### src/rtl/sca_pkg.sv
// Package for the stack calculator: field widths, command, operation and status codes,
// and the sequencer state type.
// It has no dependencies. The interfaces and the top level use it.
package sca_pkg;

   localparam int WORD_W              = 32;
   localparam int CMD_W               = 2;
   localparam int OP_W                = 3;
   localparam int STATUS_W            = 3;
   localparam int DEPTH_W             = 5;
   localparam int STACK_DEPTH_DEFAULT = 16;

   // One divider or multiplier step for each bit of the word.
   localparam int                ITER_W    = $clog2(WORD_W);
   localparam logic [ITER_W-1:0] ITER_LAST = ITER_W'(WORD_W - 1);

   localparam logic [CMD_W-1:0] CMD_PUSH    = 2'd0;
   localparam logic [CMD_W-1:0] CMD_OPERATE = 2'd1;
   localparam logic [CMD_W-1:0] CMD_PEEK    = 2'd2;

   localparam logic [OP_W-1:0] OP_ADD = 3'd0;
   localparam logic [OP_W-1:0] OP_SUB = 3'd1;
   localparam logic [OP_W-1:0] OP_MUL = 3'd2;
   localparam logic [OP_W-1:0] OP_DIV = 3'd3;
   localparam logic [OP_W-1:0] OP_REM = 3'd4;

   localparam logic [STATUS_W-1:0] STATUS_OK      = 3'd0;
   localparam logic [STATUS_W-1:0] STATUS_FULL    = 3'd1;
   localparam logic [STATUS_W-1:0] STATUS_EMPTY   = 3'd2;
   localparam logic [STATUS_W-1:0] STATUS_SINGLE  = 3'd3;
   localparam logic [STATUS_W-1:0] STATUS_DIVZERO = 3'd4;

   typedef enum logic [2:0] {
      ST_IDLE,
      ST_DECODE,
      ST_READ,
      ST_ITER,
      ST_COMMIT,
      ST_FINISH
   } sca_state_type;

endpackage

### src/rtl/sca_if.sv
// Valid/ready channels of the stack calculator: the command channel and the result channel.
// Depends on sca_pkg for the field widths.
interface sca_req_if;
   logic                               valid;
   logic                               ready;
   logic        [sca_pkg::CMD_W-1:0]   command;
   logic signed [sca_pkg::WORD_W-1:0]  value;
   logic        [sca_pkg::OP_W-1:0]    operation;

   modport source (output valid, command, value, operation, input ready);
   modport sink   (input valid, command, value, operation, output ready);
endinterface

interface sca_rsp_if;
   logic                                valid;
   logic                                ready;
   logic        [sca_pkg::STATUS_W-1:0] status;
   logic signed [sca_pkg::WORD_W-1:0]   result_value;
   logic        [sca_pkg::DEPTH_W-1:0]  depth;

   modport source (output valid, status, result_value, depth, input ready);
   modport sink   (input valid, status, result_value, depth, output ready);
endinterface

### src/rtl/stack_calculator_alu_top.sv
// Stack calculator (reverse Polish) over signed 32-bit words.
// Depends on sca_pkg and on the channel interfaces in sca_if.sv.
//
// Commands arrive on req_ch (push a value, operate on the top two words, peek the top)
// and every command gives exactly one item on rsp_ch: a status, a result value and
// the stack depth after the command. Both channels use valid/ready, and an item moves
// at a clock edge where both are high.
// The block takes one command at a time. req_ch.ready is high only while the sequencer
// is idle. Push, peek, errors, add and subtract pass from decode through at most read and
// commit to finish. Multiply, divide and remainder add a bit-serial loop between read
// and commit, with one step of the shared 33-bit adder for each of the 32 bits.
// The stack is a register array with one write port and two registered read ports.
// The array is not cleared. Only the count is reset.
// A finished item waits in an output register. While rsp_ch is stalled, the block goes
// back to idle and accepts the next command. That command's result then waits until
// the output register is free.
// A synchronous reset empties the stack and drops any pending item.
module stack_calculator_alu_top #(
   parameter int STACK_DEPTH = sca_pkg::STACK_DEPTH_DEFAULT
) (
   input logic       clock,
   input logic       reset,
   sca_req_if.sink   req_ch,
   sca_rsp_if.source rsp_ch
);

   localparam int CW = $clog2(STACK_DEPTH + 1);
   localparam int AW = $clog2(STACK_DEPTH);
   localparam int W  = sca_pkg::WORD_W;

   sca_pkg::sca_state_type state_ff, state_in;

   logic [sca_pkg::CMD_W-1:0]    cmd_ff, cmd_in;
   logic [W-1:0]                 value_ff, value_in;
   logic [sca_pkg::OP_W-1:0]     op_ff, op_in;
   logic [CW-1:0]                count_ff, count_in;
   logic [W-1:0]                 acc_ff, acc_in;
   logic [W-1:0]                 mq_ff, mq_in;
   logic [W-1:0]                 div_ff, div_in;
   logic [sca_pkg::ITER_W-1:0]   iter_ff, iter_in;
   logic                         sign_a_ff, sign_a_in;
   logic                         sign_b_ff, sign_b_in;
   logic [sca_pkg::STATUS_W-1:0] res_status_ff, res_status_in;
   logic [W-1:0]                 res_value_ff, res_value_in;

   logic                         rsp_valid_ff, rsp_valid_in;
   logic [sca_pkg::STATUS_W-1:0] rsp_status_ff, rsp_status_in;
   logic [W-1:0]                 rsp_value_ff, rsp_value_in;
   logic [sca_pkg::DEPTH_W-1:0]  rsp_depth_ff, rsp_depth_in;

   // Stack memory with registered reads of the top and the next word.
   logic [W-1:0]  stack_mem [STACK_DEPTH];
   logic [W-1:0]  rd_a_ff, rd_b_ff;
   logic          mem_we;
   logic [AW-1:0] mem_waddr;
   logic [W-1:0]  mem_wdata;
   logic [CW-1:0] top_idx, next_idx;
   logic [CW+4:0] count_ext;

   // Shared adder/subtractor.
   logic [W:0] add_x, add_y, add_sum;
   logic       add_sub;

   logic [W-1:0] mag_a, mag_b, quot_neg, rem_neg, commit_value;
   logic         is_divide;

   assign top_idx   = count_ff - CW'(1);
   assign next_idx  = count_ff - CW'(2);
   assign count_ext = {5'b0, count_ff};
   assign is_divide = op_ff inside {sca_pkg::OP_DIV, sca_pkg::OP_REM};

   assign mag_a    = rd_a_ff[W-1] ? (~rd_a_ff + W'(1)) : rd_a_ff;
   assign mag_b    = rd_b_ff[W-1] ? (~rd_b_ff + W'(1)) : rd_b_ff;
   assign quot_neg = ~mq_ff + W'(1);
   assign rem_neg  = ~acc_ff + W'(1);

   always_comb begin
      case (op_ff)
         sca_pkg::OP_DIV: commit_value = (sign_a_ff != sign_b_ff) ? quot_neg : mq_ff;
         sca_pkg::OP_REM: commit_value = sign_a_ff ? rem_neg : acc_ff;
         default:         commit_value = acc_ff;
      endcase
   end

   always_ff @(posedge clock) begin
      if (mem_we) begin
         stack_mem[mem_waddr] <= mem_wdata;
      end
      if (state_ff == sca_pkg::ST_DECODE) begin
         rd_a_ff <= stack_mem[top_idx[AW-1:0]];
         rd_b_ff <= stack_mem[next_idx[AW-1:0]];
      end
   end

   // Operand selection for the shared adder.
   always_comb begin
      add_x   = '0;
      add_y   = '0;
      add_sub = 1'b0;
      case (state_ff)
         sca_pkg::ST_READ: begin
            add_x   = {rd_a_ff[W-1], rd_a_ff};
            add_y   = {rd_b_ff[W-1], rd_b_ff};
            add_sub = (op_ff == sca_pkg::OP_SUB);
         end
         sca_pkg::ST_ITER: begin
            if (op_ff == sca_pkg::OP_MUL) begin
               // Shift-and-add from the top bit of the multiplier down.
               add_x = {1'b0, acc_ff[W-2:0], 1'b0};
               add_y = mq_ff[W-1] ? {1'b0, div_ff} : '0;
            end else begin
               // Restoring division: the partial remainder stays below the divisor.
               add_x   = {1'b0, acc_ff[W-2:0], mq_ff[W-1]};
               add_y   = {1'b0, div_ff};
               add_sub = 1'b1;
            end
         end
         default: begin
         end
      endcase
   end

   assign add_sum = add_x + (add_sub ? ~add_y : add_y) + (W + 1)'(add_sub);

   always_comb begin
      state_in      = state_ff;
      cmd_in        = cmd_ff;
      value_in      = value_ff;
      op_in         = op_ff;
      count_in      = count_ff;
      acc_in        = acc_ff;
      mq_in         = mq_ff;
      div_in        = div_ff;
      iter_in       = iter_ff;
      sign_a_in     = sign_a_ff;
      sign_b_in     = sign_b_ff;
      res_status_in = res_status_ff;
      res_value_in  = res_value_ff;
      rsp_valid_in  = rsp_valid_ff && !rsp_ch.ready;
      rsp_status_in = rsp_status_ff;
      rsp_value_in  = rsp_value_ff;
      rsp_depth_in  = rsp_depth_ff;
      mem_we        = 1'b0;
      mem_waddr     = '0;
      mem_wdata     = '0;

      case (state_ff)
         sca_pkg::ST_IDLE: begin
            if (req_ch.valid) begin
               cmd_in   = req_ch.command;
               value_in = req_ch.value;
               op_in    = req_ch.operation;
               state_in = sca_pkg::ST_DECODE;
            end
         end
         sca_pkg::ST_DECODE: begin
            res_status_in = sca_pkg::STATUS_OK;
            res_value_in  = '0;
            state_in      = sca_pkg::ST_FINISH;
            case (cmd_ff)
               sca_pkg::CMD_PUSH: begin
                  if (count_ff >= CW'(STACK_DEPTH)) begin
                     res_status_in = sca_pkg::STATUS_FULL;
                  end else begin
                     mem_we    = 1'b1;
                     mem_waddr = count_ff[AW-1:0];
                     mem_wdata = value_ff;
                     count_in  = count_ff + CW'(1);
                  end
               end
               sca_pkg::CMD_OPERATE: begin
                  if (count_ff == '0) begin
                     res_status_in = sca_pkg::STATUS_EMPTY;
                  end else if (count_ff == CW'(1)) begin
                     res_status_in = sca_pkg::STATUS_SINGLE;
                  end else if (op_ff inside {[sca_pkg::OP_ADD:sca_pkg::OP_REM]}) begin
                     state_in = sca_pkg::ST_READ;
                  end
               end
               sca_pkg::CMD_PEEK: begin
                  if (count_ff == '0) begin
                     res_status_in = sca_pkg::STATUS_EMPTY;
                  end else begin
                     state_in = sca_pkg::ST_READ;
                  end
               end
               default: begin
               end
            endcase
         end
         sca_pkg::ST_READ: begin
            state_in = sca_pkg::ST_FINISH;
            if (cmd_ff == sca_pkg::CMD_PEEK) begin
               res_value_in = rd_a_ff;
            end else if (is_divide && rd_b_ff == '0) begin
               res_status_in = sca_pkg::STATUS_DIVZERO;
            end else begin
               case (op_ff)
                  sca_pkg::OP_ADD, sca_pkg::OP_SUB: begin
                     acc_in   = add_sum[W-1:0];
                     state_in = sca_pkg::ST_COMMIT;
                  end
                  sca_pkg::OP_MUL: begin
                     acc_in   = '0;
                     mq_in    = rd_a_ff;
                     div_in   = rd_b_ff;
                     iter_in  = '0;
                     state_in = sca_pkg::ST_ITER;
                  end
                  default: begin
                     acc_in    = '0;
                     mq_in     = mag_a;
                     div_in    = mag_b;
                     sign_a_in = rd_a_ff[W-1];
                     sign_b_in = rd_b_ff[W-1];
                     iter_in   = '0;
                     state_in  = sca_pkg::ST_ITER;
                  end
               endcase
            end
         end
         sca_pkg::ST_ITER: begin
            if (op_ff == sca_pkg::OP_MUL) begin
               acc_in = add_sum[W-1:0];
               mq_in  = {mq_ff[W-2:0], 1'b0};
            end else if (!add_sum[W]) begin
               acc_in = add_sum[W-1:0];
               mq_in  = {mq_ff[W-2:0], 1'b1};
            end else begin
               acc_in = add_x[W-1:0];
               mq_in  = {mq_ff[W-2:0], 1'b0};
            end
            iter_in = iter_ff + sca_pkg::ITER_W'(1);
            if (iter_ff == sca_pkg::ITER_LAST) begin
               state_in = sca_pkg::ST_COMMIT;
            end
         end
         sca_pkg::ST_COMMIT: begin
            // Two words are popped and the result takes the place of the lower one.
            mem_we        = 1'b1;
            mem_waddr     = next_idx[AW-1:0];
            mem_wdata     = commit_value;
            count_in      = count_ff - CW'(1);
            res_status_in = sca_pkg::STATUS_OK;
            res_value_in  = commit_value;
            state_in      = sca_pkg::ST_FINISH;
         end
         sca_pkg::ST_FINISH: begin
            if (!rsp_valid_ff || rsp_ch.ready) begin
               rsp_valid_in  = 1'b1;
               rsp_status_in = res_status_ff;
               rsp_value_in  = res_value_ff;
               rsp_depth_in  = count_ext[sca_pkg::DEPTH_W-1:0];
               state_in      = sca_pkg::ST_IDLE;
            end
         end
         default: begin
            state_in = sca_pkg::ST_IDLE;
         end
      endcase
   end

   always_ff @(posedge clock) begin
      if (reset) begin
         state_ff     <= sca_pkg::ST_IDLE;
         count_ff     <= '0;
         rsp_valid_ff <= 1'b0;
      end else begin
         state_ff     <= state_in;
         count_ff     <= count_in;
         rsp_valid_ff <= rsp_valid_in;
      end
   end

   always_ff @(posedge clock) begin
      cmd_ff        <= cmd_in;
      value_ff      <= value_in;
      op_ff         <= op_in;
      acc_ff        <= acc_in;
      mq_ff         <= mq_in;
      div_ff        <= div_in;
      iter_ff       <= iter_in;
      sign_a_ff     <= sign_a_in;
      sign_b_ff     <= sign_b_in;
      res_status_ff <= res_status_in;
      res_value_ff  <= res_value_in;
      rsp_status_ff <= rsp_status_in;
      rsp_value_ff  <= rsp_value_in;
      rsp_depth_ff  <= rsp_depth_in;
   end

   assign req_ch.ready        = (state_ff == sca_pkg::ST_IDLE);
   assign rsp_ch.valid        = rsp_valid_ff;
   assign rsp_ch.status       = rsp_status_ff;
   assign rsp_ch.result_value = rsp_value_ff;
   assign rsp_ch.depth        = rsp_depth_ff;

   // The count never exceeds the capacity of the stack.
   a_count_bound : assert property (@(posedge clock) disable iff (reset)
      count_ff <= CW'(STACK_DEPTH))
      else $error("stack count beyond capacity");

   // A push that fits raises the count by exactly one.
   a_push_count : assert property (@(posedge clock) disable iff (reset)
      (state_ff == sca_pkg::ST_DECODE && cmd_ff == sca_pkg::CMD_PUSH
       && count_ff < CW'(STACK_DEPTH))
      |=> count_ff == $past(count_ff) + CW'(1))
      else $error("push did not grow the stack by one");

   // The bit loop leaves for the commit step after its last step.
   a_iter_exit : assert property (@(posedge clock) disable iff (reset)
      (state_ff == sca_pkg::ST_ITER && iter_ff == sca_pkg::ITER_LAST)
      |=> state_ff == sca_pkg::ST_COMMIT)
      else $error("iteration did not end after the last bit");

   // Any error status carries a zero result value.
   a_error_zero : assert property (@(posedge clock) disable iff (reset)
      (rsp_valid_ff && rsp_status_ff != sca_pkg::STATUS_OK) |-> rsp_value_ff == '0)
      else $error("error item with a non-zero result value");

endmodule
### src/flat_wrapper.sv
// flat-port wrapper written by rule: the top's interface ports become plain ports
module stack_calculator_alu_top_flat 
#(
   parameter int STACK_DEPTH = sca_pkg::STACK_DEPTH_DEFAULT
)
  (clock, reset, req_ch_valid, req_ch_command, req_ch_value, req_ch_operation, req_ch_ready, rsp_ch_valid, rsp_ch_status, rsp_ch_result_value, rsp_ch_depth, rsp_ch_ready);
  sca_req_if req_ch_i ();
  sca_rsp_if rsp_ch_i ();
  input logic clock;
  input logic reset;
  input wire logic [$bits(req_ch_i.valid)-1:0] req_ch_valid;
  input wire logic [$bits(req_ch_i.command)-1:0] req_ch_command;
  input wire logic [$bits(req_ch_i.value)-1:0] req_ch_value;
  input wire logic [$bits(req_ch_i.operation)-1:0] req_ch_operation;
  output wire logic [$bits(req_ch_i.ready)-1:0] req_ch_ready;
  output wire logic [$bits(rsp_ch_i.valid)-1:0] rsp_ch_valid;
  output wire logic [$bits(rsp_ch_i.status)-1:0] rsp_ch_status;
  output wire logic [$bits(rsp_ch_i.result_value)-1:0] rsp_ch_result_value;
  output wire logic [$bits(rsp_ch_i.depth)-1:0] rsp_ch_depth;
  input wire logic [$bits(rsp_ch_i.ready)-1:0] rsp_ch_ready;
  assign req_ch_i.valid = req_ch_valid;
  assign req_ch_i.command = req_ch_command;
  assign req_ch_i.value = req_ch_value;
  assign req_ch_i.operation = req_ch_operation;
  assign req_ch_ready = req_ch_i.ready;
  assign rsp_ch_valid = rsp_ch_i.valid;
  assign rsp_ch_status = rsp_ch_i.status;
  assign rsp_ch_result_value = rsp_ch_i.result_value;
  assign rsp_ch_depth = rsp_ch_i.depth;
  assign rsp_ch_i.ready = rsp_ch_ready;
  stack_calculator_alu_top #(.STACK_DEPTH(STACK_DEPTH)) u_core (.clock(clock), .reset(reset), .req_ch(req_ch_i), .rsp_ch(rsp_ch_i));
endmodule
### config.mk
export PLATFORM = sky130hd
export DESIGN_NAME = stack_calculator_alu_top_flat
export DESIGN_NICKNAME = d
export VERILOG_FILES = /design/src/rtl/sca_pkg.sv /design/src/rtl/sca_if.sv /design/src/rtl/stack_calculator_alu_top.sv /design/src/flat_wrapper.sv
export SDC_FILE = /design/constraint.sdc
export NUM_CORES = 1
export LEC_CHECK = 0
export ABC_AREA = 1
export BUFFER_PORTS_ARGS = -buffer_cell sky130_fd_sc_hd__buf_2
export CELL_PAD_IN_SITES_DETAIL_PLACEMENT = 1
export CELL_PAD_IN_SITES_GLOBAL_PLACEMENT = 2
export CORE_MARGIN = 3
export CORE_UTILIZATION = 44
export DETAILED_ROUTE_END_ITERATION = 12
export HOLD_SLACK_MARGIN = 0.08
export PLACE_DENSITY = 0.82
export SKIP_LAST_GASP = 1
export SYNTH_ARGS = -nofsm -noshare
export SYNTH_HDL_FRONTEND = slang
export SYNTH_SLANG_ARGS = --single-unit
### constraint.sdc
create_clock -name clock -period 12.3 [get_ports clock]
set_input_delay 1.845 -clock clock [delete_from_list [all_inputs] [get_ports clock]]
set_output_delay 1.845 -clock clock [all_outputs]
set_load 0.01 [all_outputs]
==> summary.txt <==
Run status
  – Outcome: completed

STA
  – Crit share post-route: 0.379
  – # setup viols final: 0
  – Clock Skew: 28.3 ps
  – Tmin final: 4660 ps
  – Peak Freq: 0.215 GHz
  – Fin. Hold Viols: 0
  – Slew Viols, Final: 0
  – Max_slew headroom: 0.226
  – Min Hold Slack: 405 ps
  – RSZ-0062 raised after global routing: false
  – Post-route setup TNS: 0 ps
  – Worst slew pin tran: 1160 ps
  – Post-route setup slack: 7640 ps

Cells and area
  – Commonest non-fill, non-tap cell in the layout: edfxtp_1
  – Diode count: 0
  – Nets@finish: 4,567
  – Commonest non-fill, non-tap cells in the layout: edfxtp_1 (791), o21ai_0 (742), nand2_1 (588)
  – Synth-to-Final Area Change: 11.1%
  – Non-filler cells, final: 5,815
  – Layout cells sized above 1: 0.0776
  – Final core utilization: 0.493
  – Final instance area: 46,900 um2

Drt
  – Detailed-route wire length: 162 mm
  – Drt first pass iters: 5
  – DRC violations left: 0
  – Via density per instance: 6.07
  – Post-route ant nets: 0
  – Drt wl/cell: 27.9 um
  – Iter 0 DRT Violations: 3,374
  – Vias after detailed routing: 35,275

Power
  – PD cells: 184 nW/um2
  – Leak: 17.9 nW
  – Total power: 8.64 mW
  – Maximum VDD drop: 0.139 mV

Worst setup path
  – Most frequent CP cell: nand2_1
  – CP max FO: 53
  – Slowest cell on the critical path: buf_4
  – Worst r2r src: u_core.state_ff[1]
  – Crit end category: flop
  – WP data arrival: 5090 ps
  – WS Path Type: reg -> reg
  – CP Cell Sequence: nand2_1 -> nor2_4 -> buf_4 -> buf_4 -> nand3_1 -> nand2_1 -> nand2_1 -> nand2_1 -> fa_1 -> nand2_1 -> nand3_1 -> nand2_1 -> o21ai_2 -> nand3_1 -> nand2_1 -> nand2_1 -> nand2_1 -> nand2_1 -> nand2_4 -> nand2_8 -> nand2_8 -> nand2_4 -> nand3_1 -> nand2_1
  – CP required: 12,730 ps
  – Crit path from: u_core.state_ff[1]
  – Startpoint types: flop
  – Critical Path Max Stage Delay: 600 ps

GRT
  – GRT overflow: 0
  – Total GRT Usage: 0.322
  – GR Util met1: 0.426
  – Met2 Use GR: 0.520
  – Initial antenna violation count: 10
  – Global route hottest layer: met2
  – Largest net degree at the start of global routing: 189
  – First-pass GRT wire length: 236 mm
  – GR Util met3: 0.0434
  – Vias in the first global route: 35,008

Clock network
  – Number of clock sinks: 800
  – Post-CTS Hold Buffers: 0
  – H-tree depth: 3
  – Largest buffer count on any clock path: 3
  – Clock tree root driver cell: clkbuf_16
  – Number of buffers created by CTS: 90
  – # resized after CTS: 0
  – Post CTS Setup Buffer Count: 0
  – Clk slew on worst S/H paths: 60 ps
  – CTS tree: yes
  – Worst skew pair latency: 680 ps

Logic synthesis
  – Post-synth ARST share: 0
  – Synth warn: 0
  – Post-synthesis mux area share: 0
  – Post-synthesis simple-gate area fraction: 0.138
  – Post-synthesis adder-cell area fraction: 0.0144
  – Synthesized cell area: 42,300 um2
  – Compound-Gate Fraction of Synth Area: 0.188
  – Xor and xnor area share after synthesis: 0.0253
  – Synth Instances: 4,514
  – Seq/Total Area, Yosys: 0.566
  – Ys flop type: edfxtp_1
  – Netlist cell types: 59
  – Main combinational cell family by area after synthesis: compound AO/OA/AOI/OAI gates
  – Number of synthesized register bits: 800
  – Syn Area/Cell: 9.36 um2
  – Post-synth EDFFs: 791
  – Syn_nets: 4,603

Die
  – Effective utilization at floorplan: 0.444
  – # rows: 113
  – Area of the core: 95,200 um2
  – I/O pins: 83
  – Die ar.: 99,800 um2
  – Die Span Y: 316 um
  – DIE WIDTH: 316 um

Run
  – Max-cap violations: 0

Placed design
  – RD Place Congestion: 0.953
  – # port buffers: 82
  – # placed instances: 5,651
  – Post-DP HPWL: 108 mm
  – Placed cell areas: 43,900 um2
  – Worst slack, placed: 7690 ps

Hold path
  – Hold Path Class: reg -> reg
  – Hold Startpoint: u_core.res_value_ff[10]
## flip-flops by register name (all words and copies together), names as in the netlist
signal / count
u_core.sign_b_ff: 1
u_core.rsp_ch.depth: 5
u_core.op_ff: 3
u_core.res_status_ff: 3
u_core.cmd_ff: 2
u_core.rd_b_ff: 32
u_core.res_value_ff: 32
u_core.stack_mem: 512
u_core.acc_ff: 32
u_core.rd_a_ff: 32
u_core.count_ff: 5
u_core.mq_ff: 32
u_core.rsp_ch.valid: 1
u_core.div_ff: 32
u_core.value_ff: 32
u_core.sign_a_ff: 1
u_core.iter_ff: 5
u_core.state_ff: 3
u_core.rsp_ch.result_value: 32
u_core.rsp_ch.status: 3
## worst max-delay path, delay by kind of cell, from the launching register on
family          cells  cell delay [ps]
simple gates       20             2340
fa+ha+maj           1              230
flops               1              530
compound gates      1              240
buf+inv             2             1010
## report_power, final
part / leakage [nW] / internal, mW / total [mW] / switching (mW)
sequential: 7.45 / 3.33 / 3.55 / 0.216
clock: 1.46 / 1.63 / 2.77 / 1.14
combinational: 9.01 / 0.570 / 2.32 / 1.75
## routing by layer
layer | routed length (um) | part of all wire
met1 | 67000 | 0.41
met3 | 10700 | 0.066
met5 | 23 | 0.00014
met4 | 9380 | 0.058
met2 | 75400 | 0.46
## logic make-up (layout without fill, tap and decap cells)
family / count (synthesis) / count (layout)
compound gates: 1413 / 1413
xor+xnor: 122 / 122
fa+ha+maj: 48 / 48
buf+inv: 747 / 783
flops: 800 / 800
simple gates: 1384 / 1384
## cell type report
type | instances | area (um2)
clock inverters | 52 | 562
inverters | 473 | 1790
clock buffers | 112 | 2440
multi-input cells | 2967 | 15700
flip-flops and latches | 800 | 23900
repair buffers | 146 | 903
well taps | 1265 | 1580
fillers | 10703 | 48200
## path summary, 6_finish.rpt
| path | endpoint | cells after the start | slack [ps] |
|---|---|---|---|
| worst max register to register | u_core.acc_ff[31] | 24 | 7640 |
| worst min-delay path | u_core.rsp_ch.result_value[10] | 0 | 410 |
| worst min register to register | u_core.rsp_ch.result_value[10] | 0 | 410 |
| worst max-delay path | u_core.acc_ff[31] | 24 | 7640 |
## cell usage after synthesis, types with 23 or more instances
| library cell | number | area [um2] |
|---|---|---|
| edfxtp_1 | 791 | 23800 |
| buf_1 | 26 | 97.6 |
| o21ai_0 | 742 | 3710 |
| nand3_1 | 252 | 1260 |
| o211ai_1 | 98 | 736 |
| o22ai_1 | 58 | 363 |
| clkbuf_1 | 239 | 897 |
| a21oi_1 | 339 | 1700 |
| nand2_1 | 588 | 2210 |
| xor2_1 | 117 | 1020 |
| ha_1 | 47 | 588 |
| nor2_1 | 429 | 1610 |
| nand4_1 | 23 | 144 |
| nor3_1 | 41 | 205 |
| inv_1 | 463 | 1740 |
| o221ai_1 | 109 | 955 |
(Power assumes the default switching activity.)
